<file path="src/design/dfc_pkg.sv">
// ----------------------------------------------------------------------------
// dfc_pkg
// Shared types, register map and CRC-8 helper for the DLE framer.
// ----------------------------------------------------------------------------
package dfc_pkg;

  localparam int unsigned ByteW    = 8;
  localparam int unsigned MaxBeats = 8;
  localparam int unsigned BeatIdxW = $clog2(MaxBeats);
  localparam int unsigned CountW   = $clog2(MaxBeats + 1);
  localparam int unsigned ApbDataW = 32;
  localparam int unsigned ApbAddrW = 4;

  localparam logic [ByteW-1:0] CrcPoly     = 8'b0011_0001;
  localparam logic [ByteW-1:0] CrcInit     = 8'h00;
  localparam logic [ByteW-1:0] EscapeReset = 8'h10;
  localparam logic [ByteW-1:0] StartReset  = 8'h02;
  localparam logic [ByteW-1:0] EndReset    = 8'h03;

  typedef enum logic [1:0] {
    RegEscape = 2'd0,
    RegStart  = 2'd1,
    RegEnd    = 2'd2
  } reg_idx_e;

  typedef struct packed {
    logic [ByteW-1:0] escape_code;
    logic [ByteW-1:0] start_code;
    logic [ByteW-1:0] end_code;
  } cfg_t;

  // one input item expanded into its output bytes
  typedef struct packed {
    logic [MaxBeats-1:0][ByteW-1:0] bytes;
    logic [BeatIdxW-1:0]            last_idx;
  } burst_t;

  // CRC-8, MSB first, no reflection
  function automatic logic [ByteW-1:0] crc8_fold(logic [ByteW-1:0] crc_in,
                                                 logic [ByteW-1:0] data);
    logic [ByteW-1:0] crc;
    logic             fb;
    crc = crc_in;
    for (int i = 0; i < ByteW; i++) begin
      fb  = data[ByteW-1-i] ^ crc[ByteW-1];
      crc = {crc[ByteW-2:0], 1'b0} ^ (fb ? CrcPoly : '0);
    end
    return crc;
  endfunction

endpackage

</file>
<file path="src/design/dfc_if.sv">
// ----------------------------------------------------------------------------
// dfc_if
// Valid/ready stream interfaces for payload input and framed output.
// ----------------------------------------------------------------------------
interface dfc_in_if;
  logic       valid;
  logic       ready;
  logic [7:0] payload_byte;
  logic       first_byte;
  logic       last_byte;

  modport source (output valid, output payload_byte, output first_byte,
                  output last_byte, input ready);
  modport sink   (input valid, input payload_byte, input first_byte,
                  input last_byte, output ready);
endinterface

interface dfc_out_if;
  logic       valid;
  logic       ready;
  logic [7:0] out_byte;
  logic       run_end;

  modport source (output valid, output out_byte, output run_end, input ready);
  modport sink   (input valid, input out_byte, input run_end, output ready);
endinterface

</file>
<file path="src/design/dfc_cfg_regs.sv">
// ----------------------------------------------------------------------------
// dfc_cfg_regs
// APB register file: escape, start and end codes.
// ----------------------------------------------------------------------------
module dfc_cfg_regs
  import dfc_pkg::*;
(
  input  logic                clk_i,
  input  logic                rst_ni,
  input  logic                psel,
  input  logic                penable,
  input  logic                pwrite,
  input  logic [ApbAddrW-1:0] paddr,
  input  logic [ApbDataW-1:0] pwdata,
  output logic [ApbDataW-1:0] prdata,
  output logic                pready,
  output cfg_t                cfg_o
);

  cfg_t     cfg_q, cfg_d;
  logic     wr_en;
  reg_idx_e sel;

  assign pready = 1'b1;
  assign wr_en  = psel && penable && pwrite && pready;
  assign sel    = reg_idx_e'(paddr[ApbAddrW-1:2]);

  always_comb begin
    cfg_d = cfg_q;
    if (wr_en) begin
      case (sel)
        RegEscape: cfg_d.escape_code = pwdata[ByteW-1:0];
        RegStart:  cfg_d.start_code  = pwdata[ByteW-1:0];
        RegEnd:    cfg_d.end_code    = pwdata[ByteW-1:0];
        default:   cfg_d = cfg_q;
      endcase
    end
  end

  always_comb begin
    case (sel)
      RegEscape: prdata = {{(ApbDataW-ByteW){1'b0}}, cfg_q.escape_code};
      RegStart:  prdata = {{(ApbDataW-ByteW){1'b0}}, cfg_q.start_code};
      RegEnd:    prdata = {{(ApbDataW-ByteW){1'b0}}, cfg_q.end_code};
      default:   prdata = '0;
    endcase
  end

  always_ff @(posedge clk_i or negedge rst_ni) begin
    if (!rst_ni) begin
      cfg_q <= '{escape_code: EscapeReset, start_code: StartReset, end_code: EndReset};
    end else begin
      cfg_q <= cfg_d;
    end
  end

  assign cfg_o = cfg_q;

endmodule

</file>
<file path="src/design/dfc_frame_build.sv">
// ----------------------------------------------------------------------------
// dfc_frame_build
// Input register, CRC state and expansion of one item into its output bytes.
// ----------------------------------------------------------------------------
module dfc_frame_build
  import dfc_pkg::*;
(
  input  logic      clk_i,
  input  logic      rst_ni,
  input  cfg_t      cfg_i,
  dfc_in_if.sink    in_i,
  input  logic      free_i,
  output logic      load_o,
  output burst_t    burst_o
);

  logic             full_q, full_d;
  logic [ByteW-1:0] data_q;
  logic             first_q, last_q;
  logic [ByteW-1:0] crc_q, crc_d;
  logic [ByteW-1:0] crc_new;
  logic             accept;
  logic [CountW-1:0] n;

  assign in_i.ready = !full_q || free_i;
  assign accept     = in_i.valid && in_i.ready;
  assign load_o     = full_q && free_i;

  assign crc_new = crc8_fold(first_q ? CrcInit : crc_q, data_q);

  always_comb begin
    crc_d = crc_q;
    if (load_o) begin
      crc_d = crc_new;
    end
  end

  always_comb begin
    full_d = full_q;
    if (accept) begin
      full_d = 1'b1;
    end else if (load_o) begin
      full_d = 1'b0;
    end
  end

  // pack bytes in send order; n never exceeds MaxBeats
  always_comb begin
    burst_o.bytes = '0;
    n = '0;
    if (first_q) begin
      burst_o.bytes[n[BeatIdxW-1:0]] = cfg_i.escape_code;
      n = n + CountW'(1);
      burst_o.bytes[n[BeatIdxW-1:0]] = cfg_i.start_code;
      n = n + CountW'(1);
    end
    burst_o.bytes[n[BeatIdxW-1:0]] = data_q;
    n = n + CountW'(1);
    if (data_q == cfg_i.escape_code) begin
      burst_o.bytes[n[BeatIdxW-1:0]] = data_q;
      n = n + CountW'(1);
    end
    if (last_q) begin
      burst_o.bytes[n[BeatIdxW-1:0]] = crc_new;
      n = n + CountW'(1);
      if (crc_new == cfg_i.escape_code) begin
        burst_o.bytes[n[BeatIdxW-1:0]] = crc_new;
        n = n + CountW'(1);
      end
      burst_o.bytes[n[BeatIdxW-1:0]] = cfg_i.escape_code;
      n = n + CountW'(1);
      burst_o.bytes[n[BeatIdxW-1:0]] = cfg_i.end_code;
      n = n + CountW'(1);
    end
    burst_o.last_idx = BeatIdxW'(n - CountW'(1));
  end

  always_ff @(posedge clk_i or negedge rst_ni) begin
    if (!rst_ni) begin
      full_q <= 1'b0;
      crc_q  <= CrcInit;
    end else begin
      full_q <= full_d;
      crc_q  <= crc_d;
    end
  end

  always_ff @(posedge clk_i) begin
    if (accept) begin
      data_q  <= in_i.payload_byte;
      first_q <= in_i.first_byte;
      last_q  <= in_i.last_byte;
    end
  end

endmodule

</file>
<file path="src/design/dfc_emit.sv">
// ----------------------------------------------------------------------------
// dfc_emit
// Result register holding one expanded item, sent one byte per beat.
// ----------------------------------------------------------------------------
module dfc_emit
  import dfc_pkg::*;
(
  input  logic       clk_i,
  input  logic       rst_ni,
  input  logic       load_i,
  input  burst_t     burst_i,
  output logic       free_o,
  dfc_out_if.source  out_o
);

  logic                valid_q, valid_d;
  logic [BeatIdxW-1:0] idx_q, idx_d;
  burst_t              burst_q;
  logic                at_last;
  logic                beat;

  assign at_last       = idx_q == burst_q.last_idx;
  assign beat          = out_o.valid && out_o.ready;
  assign free_o        = !valid_q || (out_o.ready && at_last);
  assign out_o.valid   = valid_q;
  assign out_o.out_byte = burst_q.bytes[idx_q];
  assign out_o.run_end = at_last;

  always_comb begin
    valid_d = valid_q;
    idx_d   = idx_q;
    if (load_i) begin
      valid_d = 1'b1;
      idx_d   = '0;
    end else if (beat && at_last) begin
      valid_d = 1'b0;
    end else if (beat) begin
      idx_d = idx_q + BeatIdxW'(1);
    end
  end

  always_ff @(posedge clk_i or negedge rst_ni) begin
    if (!rst_ni) begin
      valid_q <= 1'b0;
      idx_q   <= '0;
    end else begin
      valid_q <= valid_d;
      idx_q   <= idx_d;
    end
  end

  always_ff @(posedge clk_i) begin
    if (load_i) begin
      burst_q <= burst_i;
    end
  end

`ifndef NO_ASSERTIONS
  a_idx_in_range: assert property (@(posedge clk_i) disable iff (!rst_ni)
    valid_q |-> idx_q <= burst_q.last_idx)
    else $error("byte index past end of burst");

  a_idx_step: assert property (@(posedge clk_i) disable iff (!rst_ni)
    (beat && !at_last) |=> (valid_q && idx_q == $past(idx_q) + BeatIdxW'(1)))
    else $error("byte index did not advance by one");

  a_new_burst_start: assert property (@(posedge clk_i) disable iff (!rst_ni)
    load_i |=> (valid_q && idx_q == '0))
    else $error("new burst not started at first byte");

  a_no_overwrite: assert property (@(posedge clk_i) disable iff (!rst_ni)
    (valid_q && !out_o.ready) |-> !load_i)
    else $error("burst overwritten before it was sent");
`endif

endmodule

</file>
<file path="src/design/dle_framer_with_crc8.sv">
// ----------------------------------------------------------------------------
// dle_framer_with_crc8
// DLE/STX/ETX byte-stuffing framer with CRC-8 (poly 0x31) over the payload.
// ----------------------------------------------------------------------------
// An accepted payload byte lands in an input register; from there it is
// expanded in one pass (start pair, stuffed byte, stuffed CRC, end pair) into
// a result register and sent out at one byte per beat. The output port sets
// the rate through its ready. An item causes 1 output byte for a plain
// mid-packet byte, 2 when it equals the escape code, plus 2 on a first byte
// and 3 or 4 on a last byte, at most 8. The next item is taken while the
// current one is still being sent. Codes reset to 0x10, 0x02, 0x03; the user
// must change them only while the stream is idle, and the block itself does
// not enforce this.
module dle_framer_with_crc8
  import dfc_pkg::*;
(
  input  logic                clk_i,
  input  logic                rst_ni,
  input  logic                psel,
  input  logic                penable,
  input  logic                pwrite,
  input  logic [ApbAddrW-1:0] paddr,
  input  logic [ApbDataW-1:0] pwdata,
  output logic [ApbDataW-1:0] prdata,
  output logic                pready,
  dfc_in_if.sink              in_i,
  dfc_out_if.source           out_o
);

  cfg_t   cfg;
  logic   free;
  logic   load;
  burst_t burst;

  dfc_cfg_regs u_cfg_regs (
    .clk_i   (clk_i),
    .rst_ni  (rst_ni),
    .psel    (psel),
    .penable (penable),
    .pwrite  (pwrite),
    .paddr   (paddr),
    .pwdata  (pwdata),
    .prdata  (prdata),
    .pready  (pready),
    .cfg_o   (cfg)
  );

  dfc_frame_build u_frame_build (
    .clk_i   (clk_i),
    .rst_ni  (rst_ni),
    .cfg_i   (cfg),
    .in_i    (in_i),
    .free_i  (free),
    .load_o  (load),
    .burst_o (burst)
  );

  dfc_emit u_emit (
    .clk_i   (clk_i),
    .rst_ni  (rst_ni),
    .load_i  (load),
    .burst_i (burst),
    .free_o  (free),
    .out_o   (out_o)
  );

endmodule
</file>
<file path="src/flat_wrapper.sv">
// flat-port wrapper written by rule: the top's interface ports become plain ports
module dle_framer_with_crc8_flat import dfc_pkg::*;
  (clk_i, rst_ni, psel, penable, pwrite, paddr, pwdata, prdata, pready, in_i_valid, in_i_payload_byte, in_i_first_byte, in_i_last_byte, in_i_ready, out_o_valid, out_o_out_byte, out_o_run_end, out_o_ready);
  dfc_in_if in_i_i ();
  dfc_out_if out_o_i ();
  input  logic clk_i;
  input  logic rst_ni;
  input  logic psel;
  input  logic penable;
  input  logic pwrite;
  input  logic [ApbAddrW-1:0] paddr;
  input  logic [ApbDataW-1:0] pwdata;
  output logic [ApbDataW-1:0] prdata;
  output logic pready;
  input wire logic [$bits(in_i_i.valid)-1:0] in_i_valid;
  input wire logic [$bits(in_i_i.payload_byte)-1:0] in_i_payload_byte;
  input wire logic [$bits(in_i_i.first_byte)-1:0] in_i_first_byte;
  input wire logic [$bits(in_i_i.last_byte)-1:0] in_i_last_byte;
  output wire logic [$bits(in_i_i.ready)-1:0] in_i_ready;
  output wire logic [$bits(out_o_i.valid)-1:0] out_o_valid;
  output wire logic [$bits(out_o_i.out_byte)-1:0] out_o_out_byte;
  output wire logic [$bits(out_o_i.run_end)-1:0] out_o_run_end;
  input wire logic [$bits(out_o_i.ready)-1:0] out_o_ready;
  assign in_i_i.valid = in_i_valid;
  assign in_i_i.payload_byte = in_i_payload_byte;
  assign in_i_i.first_byte = in_i_first_byte;
  assign in_i_i.last_byte = in_i_last_byte;
  assign in_i_ready = in_i_i.ready;
  assign out_o_valid = out_o_i.valid;
  assign out_o_out_byte = out_o_i.out_byte;
  assign out_o_run_end = out_o_i.run_end;
  assign out_o_i.ready = out_o_ready;
  dle_framer_with_crc8 u_core (.clk_i(clk_i), .rst_ni(rst_ni), .psel(psel), .penable(penable), .pwrite(pwrite), .paddr(paddr), .pwdata(pwdata), .prdata(prdata), .pready(pready), .in_i(in_i_i), .out_o(out_o_i));
endmodule
</file>
<file path="config.mk">
export PLATFORM = sky130hd
export DESIGN_NAME = dle_framer_with_crc8_flat
export DESIGN_NICKNAME = d
export VERILOG_FILES = /design/src/design/dfc_pkg.sv /design/src/design/dfc_if.sv /design/src/design/dfc_cfg_regs.sv /design/src/design/dfc_frame_build.sv /design/src/design/dfc_emit.sv /design/src/design/dle_framer_with_crc8.sv /design/src/flat_wrapper.sv
export SDC_FILE = /design/constraint.sdc
export NUM_CORES = 1
export LEC_CHECK = 0
export BUFFER_PORTS_ARGS = -buffer_cell sky130_fd_sc_hd__buf_2
export CAP_MARGIN = 20
export CORE_MARGIN = 2
export CORE_UTILIZATION = 55
export CTS_CLUSTER_DIAMETER = 120
export DETAILED_ROUTE_END_ITERATION = 10
export PLACE_DENSITY = 0.76
export SLEW_MARGIN = 30
export SYNTH_ARGS = -nofsm -noshare
export SYNTH_HDL_FRONTEND = slang
export SYNTH_SLANG_ARGS = --single-unit
</file>
<file path="constraint.sdc">
create_clock -name clk_i -period 13 [get_ports clk_i]
set_input_delay 2.6 -clock clk_i [delete_from_list [all_inputs] [get_ports clk_i]]
set_output_delay 2.6 -clock clk_i [all_outputs]
set_load 0.02 [all_outputs]
</file>
==> results.txt <==
Longest Clk Path Bufs = 2
CTS tree = built
Layout cells sized above 1 = 0.225
Mux contribution to synthesized area = 0.141
PwrDens = 223 mW/mm2
Max-slew violations = 0
Top cells by area, synth = edfxtp_1 27%, dfrtp_1 9.6%, mux2i_1 5.1%
Critical Path Fanout Max = 42
First-pass iteration count of the detailed router = 6
Synth Area in XOR/XNOR = 0.0546
Crit path kind = reg2reg
Iter 0 DRT Violations = 900
Peak Freq = 151 MHz
Simple-gate share of the synthesized area = 0.124
Core box area = 0.0153 mm2
Worst-path cell chain = buf_4, nor2b_1, xnor2_2, xnor3_1, xnor2_1, buf_4, mux2i_4, a31oi_2, or2_1, ha_1, inv_1, nor2_1, o2111ai_2, nand3_1, or2_1, o221a_1
Area leader, netlist = edfxtp_1
GRT Total Usage = 0.312
Post-Synth Adder-Cell Area = 0.0145
#FFs+latches synth = 114
Main combinational cell family by area after synthesis = compound AO/OA/AOI/OAI gates
Placed instance count = 1,009
Number of buffers created by CTS = 17
Final number of setup-violating endpoints = 0
Rows = 45
Via density = 6.86
Routed WL per cell = 24.3 um
DRT Wirelength = 25,300 um
Sequential fraction of the synthesis area = 0.375
Largest net degree at the start of global routing = 82
Clk slew on worst S/H paths = 60 ps
Crit share post-route = 0.508
Dominant synthesized flop cell = edfxtp_1
# IOs = 97
Worst hold slack = 485 ps
Overall die height = 129 um
Syn Std Cell Area = 0.00864 mm2
Root Driver = clkbuf_16
Post-synthesis compound-gate area fraction = 0.221
Run status = complete, no violations
Crit path DAT = 6770 ps
ANT cells = 0
CP max-delay cell = xnor3_1
Req. time, crit path = 13,160 ps
Starting Density = 0.566
Tmin final = 6610 ps
Leakage = 3.59 nW
Final hold vios = 0
TritonCTS Sinks = 114
Total grt overflow = 0
Hold_buf cts = 0
Crit path buf inv count = 3
Post-synthesis async set-or-reset flop share = 0.325
DP Wirelength = 17,500 um
Post-Syn Instances = 816
CP peak stage delay = 940 ps
Worst-margin pin slew = 1050 ps
Initial antenna violation count = 0
Util after Layout = 0.616
Non-Filler Instances = 1,041
Post-CTS setup repair buffer count = 0
Fin Setup TNS = 0 ps
Max_slew headroom = 0.298
Synthesized area per cell = 10.6 um2
Post-route ant nets = 0
Crit. End Element = register
Yosys cell types = 93
Layout area overhead = 8.81%
Critical path's top delay family = simple AND/OR/NAND/NOR gates
Clk_lat worst skew = 430 ps
I/O Buffers = 45
Share of the synthesized area in the top cell type = 0.268
DRC viols = 0
Top post-synthesis cells by count = 77 x edfxtp_1, 62 x nand2_1, 44 x mux2i_1
H-tree Lvls = 4
Via count = 7,142
Max Cap Violations = 0
Min-delay worst type = reg2reg
CTS resizes = 0
Synth warn = 0
Die area = 0.0167 mm2
Die width = 129 um
Total power = 2.09 mW
Setup Skew = 9.88 ps
Fin nets = 880
GPL Wtd Cong = 0.932
CP Launch Type = register
RSZ-0062 raised after global routing = false
Number of synthesized flops with an enable pin = 77
Vias in the first global route = 6,898
Count leader, synth = edfxtp_1
Worst vdd ir = 233 uV
First-pass GRT wire length = 38,800 um
## kinds of logic after synthesis
kind of cell / after synthesis
muxes: 96
and+or+nand+nor: 202
adders and majority gates: 10
AOI/OAI and AO/OA: 230
xor gates and xnor gates: 49
buffers and inverters: 113
other: 2
DFF: 114
## path summary, 6_finish.rpt
| check | startpoint | end | slack [ps] | cells after the start |
|---|---|---|---|---|
| max reg2reg | u_core.u_frame_build.first_q | u_core.u_emit.burst_q[47] | 6390 | 16 |
| min in group asynchronous | rst_ni | u_core.u_cfg_regs.cfg_o[19] | 2270 | 1 |
| max in group asynchronous | rst_ni | u_core.u_frame_build.crc_q[4] | 10200 | 1 |
| min reg2reg | u_core.u_frame_build.crc_q[3] | u_core.u_frame_build.crc_q[3] | 480 | 2 |
| max | u_core.u_frame_build.first_q | u_core.u_emit.burst_q[47] | 6390 | 16 |
| min | u_core.u_frame_build.crc_q[3] | u_core.u_frame_build.crc_q[3] | 480 | 2 |
## worst reg2reg max path: cells and delay by family, from the launching register on
| kind | cells | cell delay [ps] |
|---|---|---|
| and+or+nand+nor | 5 | 1780 |
| xor gates and xnor gates | 3 | 1340 |
| AOI/OAI and AO/OA | 3 | 970 |
| buffers and inverters | 3 | 870 |
| muxes | 1 | 680 |
| adders and majority gates | 1 | 380 |
| DFF | 1 | 320 |
## sequential cells by signal, summed over array words and instances, names as in the netlist
| register | cells |
|---|---|
| u_core.u_emit.burst_q | 67 |
| u_core.u_frame_build.first_q | 1 |
| u_core.u_emit.idx_q | 3 |
| u_core.u_frame_build.data_q | 8 |
| u_core.u_frame_build.full_q | 1 |
| u_core.u_cfg_regs.cfg_o | 24 |
| u_core.u_emit.out_o.valid | 1 |
| u_core.u_frame_build.crc_q | 8 |
| u_core.u_frame_build.last_q | 1 |
## metal layers
| layer | up-vias | share of wire | GRT usage |
|---|---|---|---|
| met5 | - | 0 | 0 |
| met4 | 0 | 0.047 | 0.160 |
| met3 | 104 | 0.093 | 0.0636 |
| met2 | 472 | 0.47 | 0.502 |
| met1 | 3474 | 0.39 | 0.402 |
| li1 | 3092 | - | - |
## stage by stage
step	worst slack, ps	instance area (um2)
floorplan	6780	8730
global placement	6670	8760
detailed placement	6630	8770
CTS	6620	9390
global route	6090	9400
finish	6390	9400
## cell type report
type | instances | area [um2]
Clock buffer | 21 | 514
Clock inverter | 11 | 109
Fill cell | 1213 | 5860
Inverter | 16 | 60.1
Multi-Input combinational cell | 612 | 4900
Sequential cell | 114 | 3240
Tap cell | 211 | 264
Timing Repair Buffer | 56 | 308
## report_power, final
group	switching [mW]	internal [mW]
sequential	0.0953	0.490
combinational	0.655	0.372
clock	0.178	0.305
total	0.928	1.17
## cell usage in the layout, fill, tap and decap left out, drive strengths merged, types with 18 or more instances in the layout
| master | count |
|---|---|
| edfxtp | 77 |
| a21oi | 31 |
| buf | 56 |
| o21ai | 39 |
| nor2 | 32 |
| nand3 | 18 |
| mux2 | 35 |
| xnor2 | 33 |
| dfrtp | 33 |
| conb | 25 |
| mux2i | 45 |
| nand2 | 62 |
| clkbuf | 21 |
| inv | 20 |
Power figures use the tool's default switching activity.
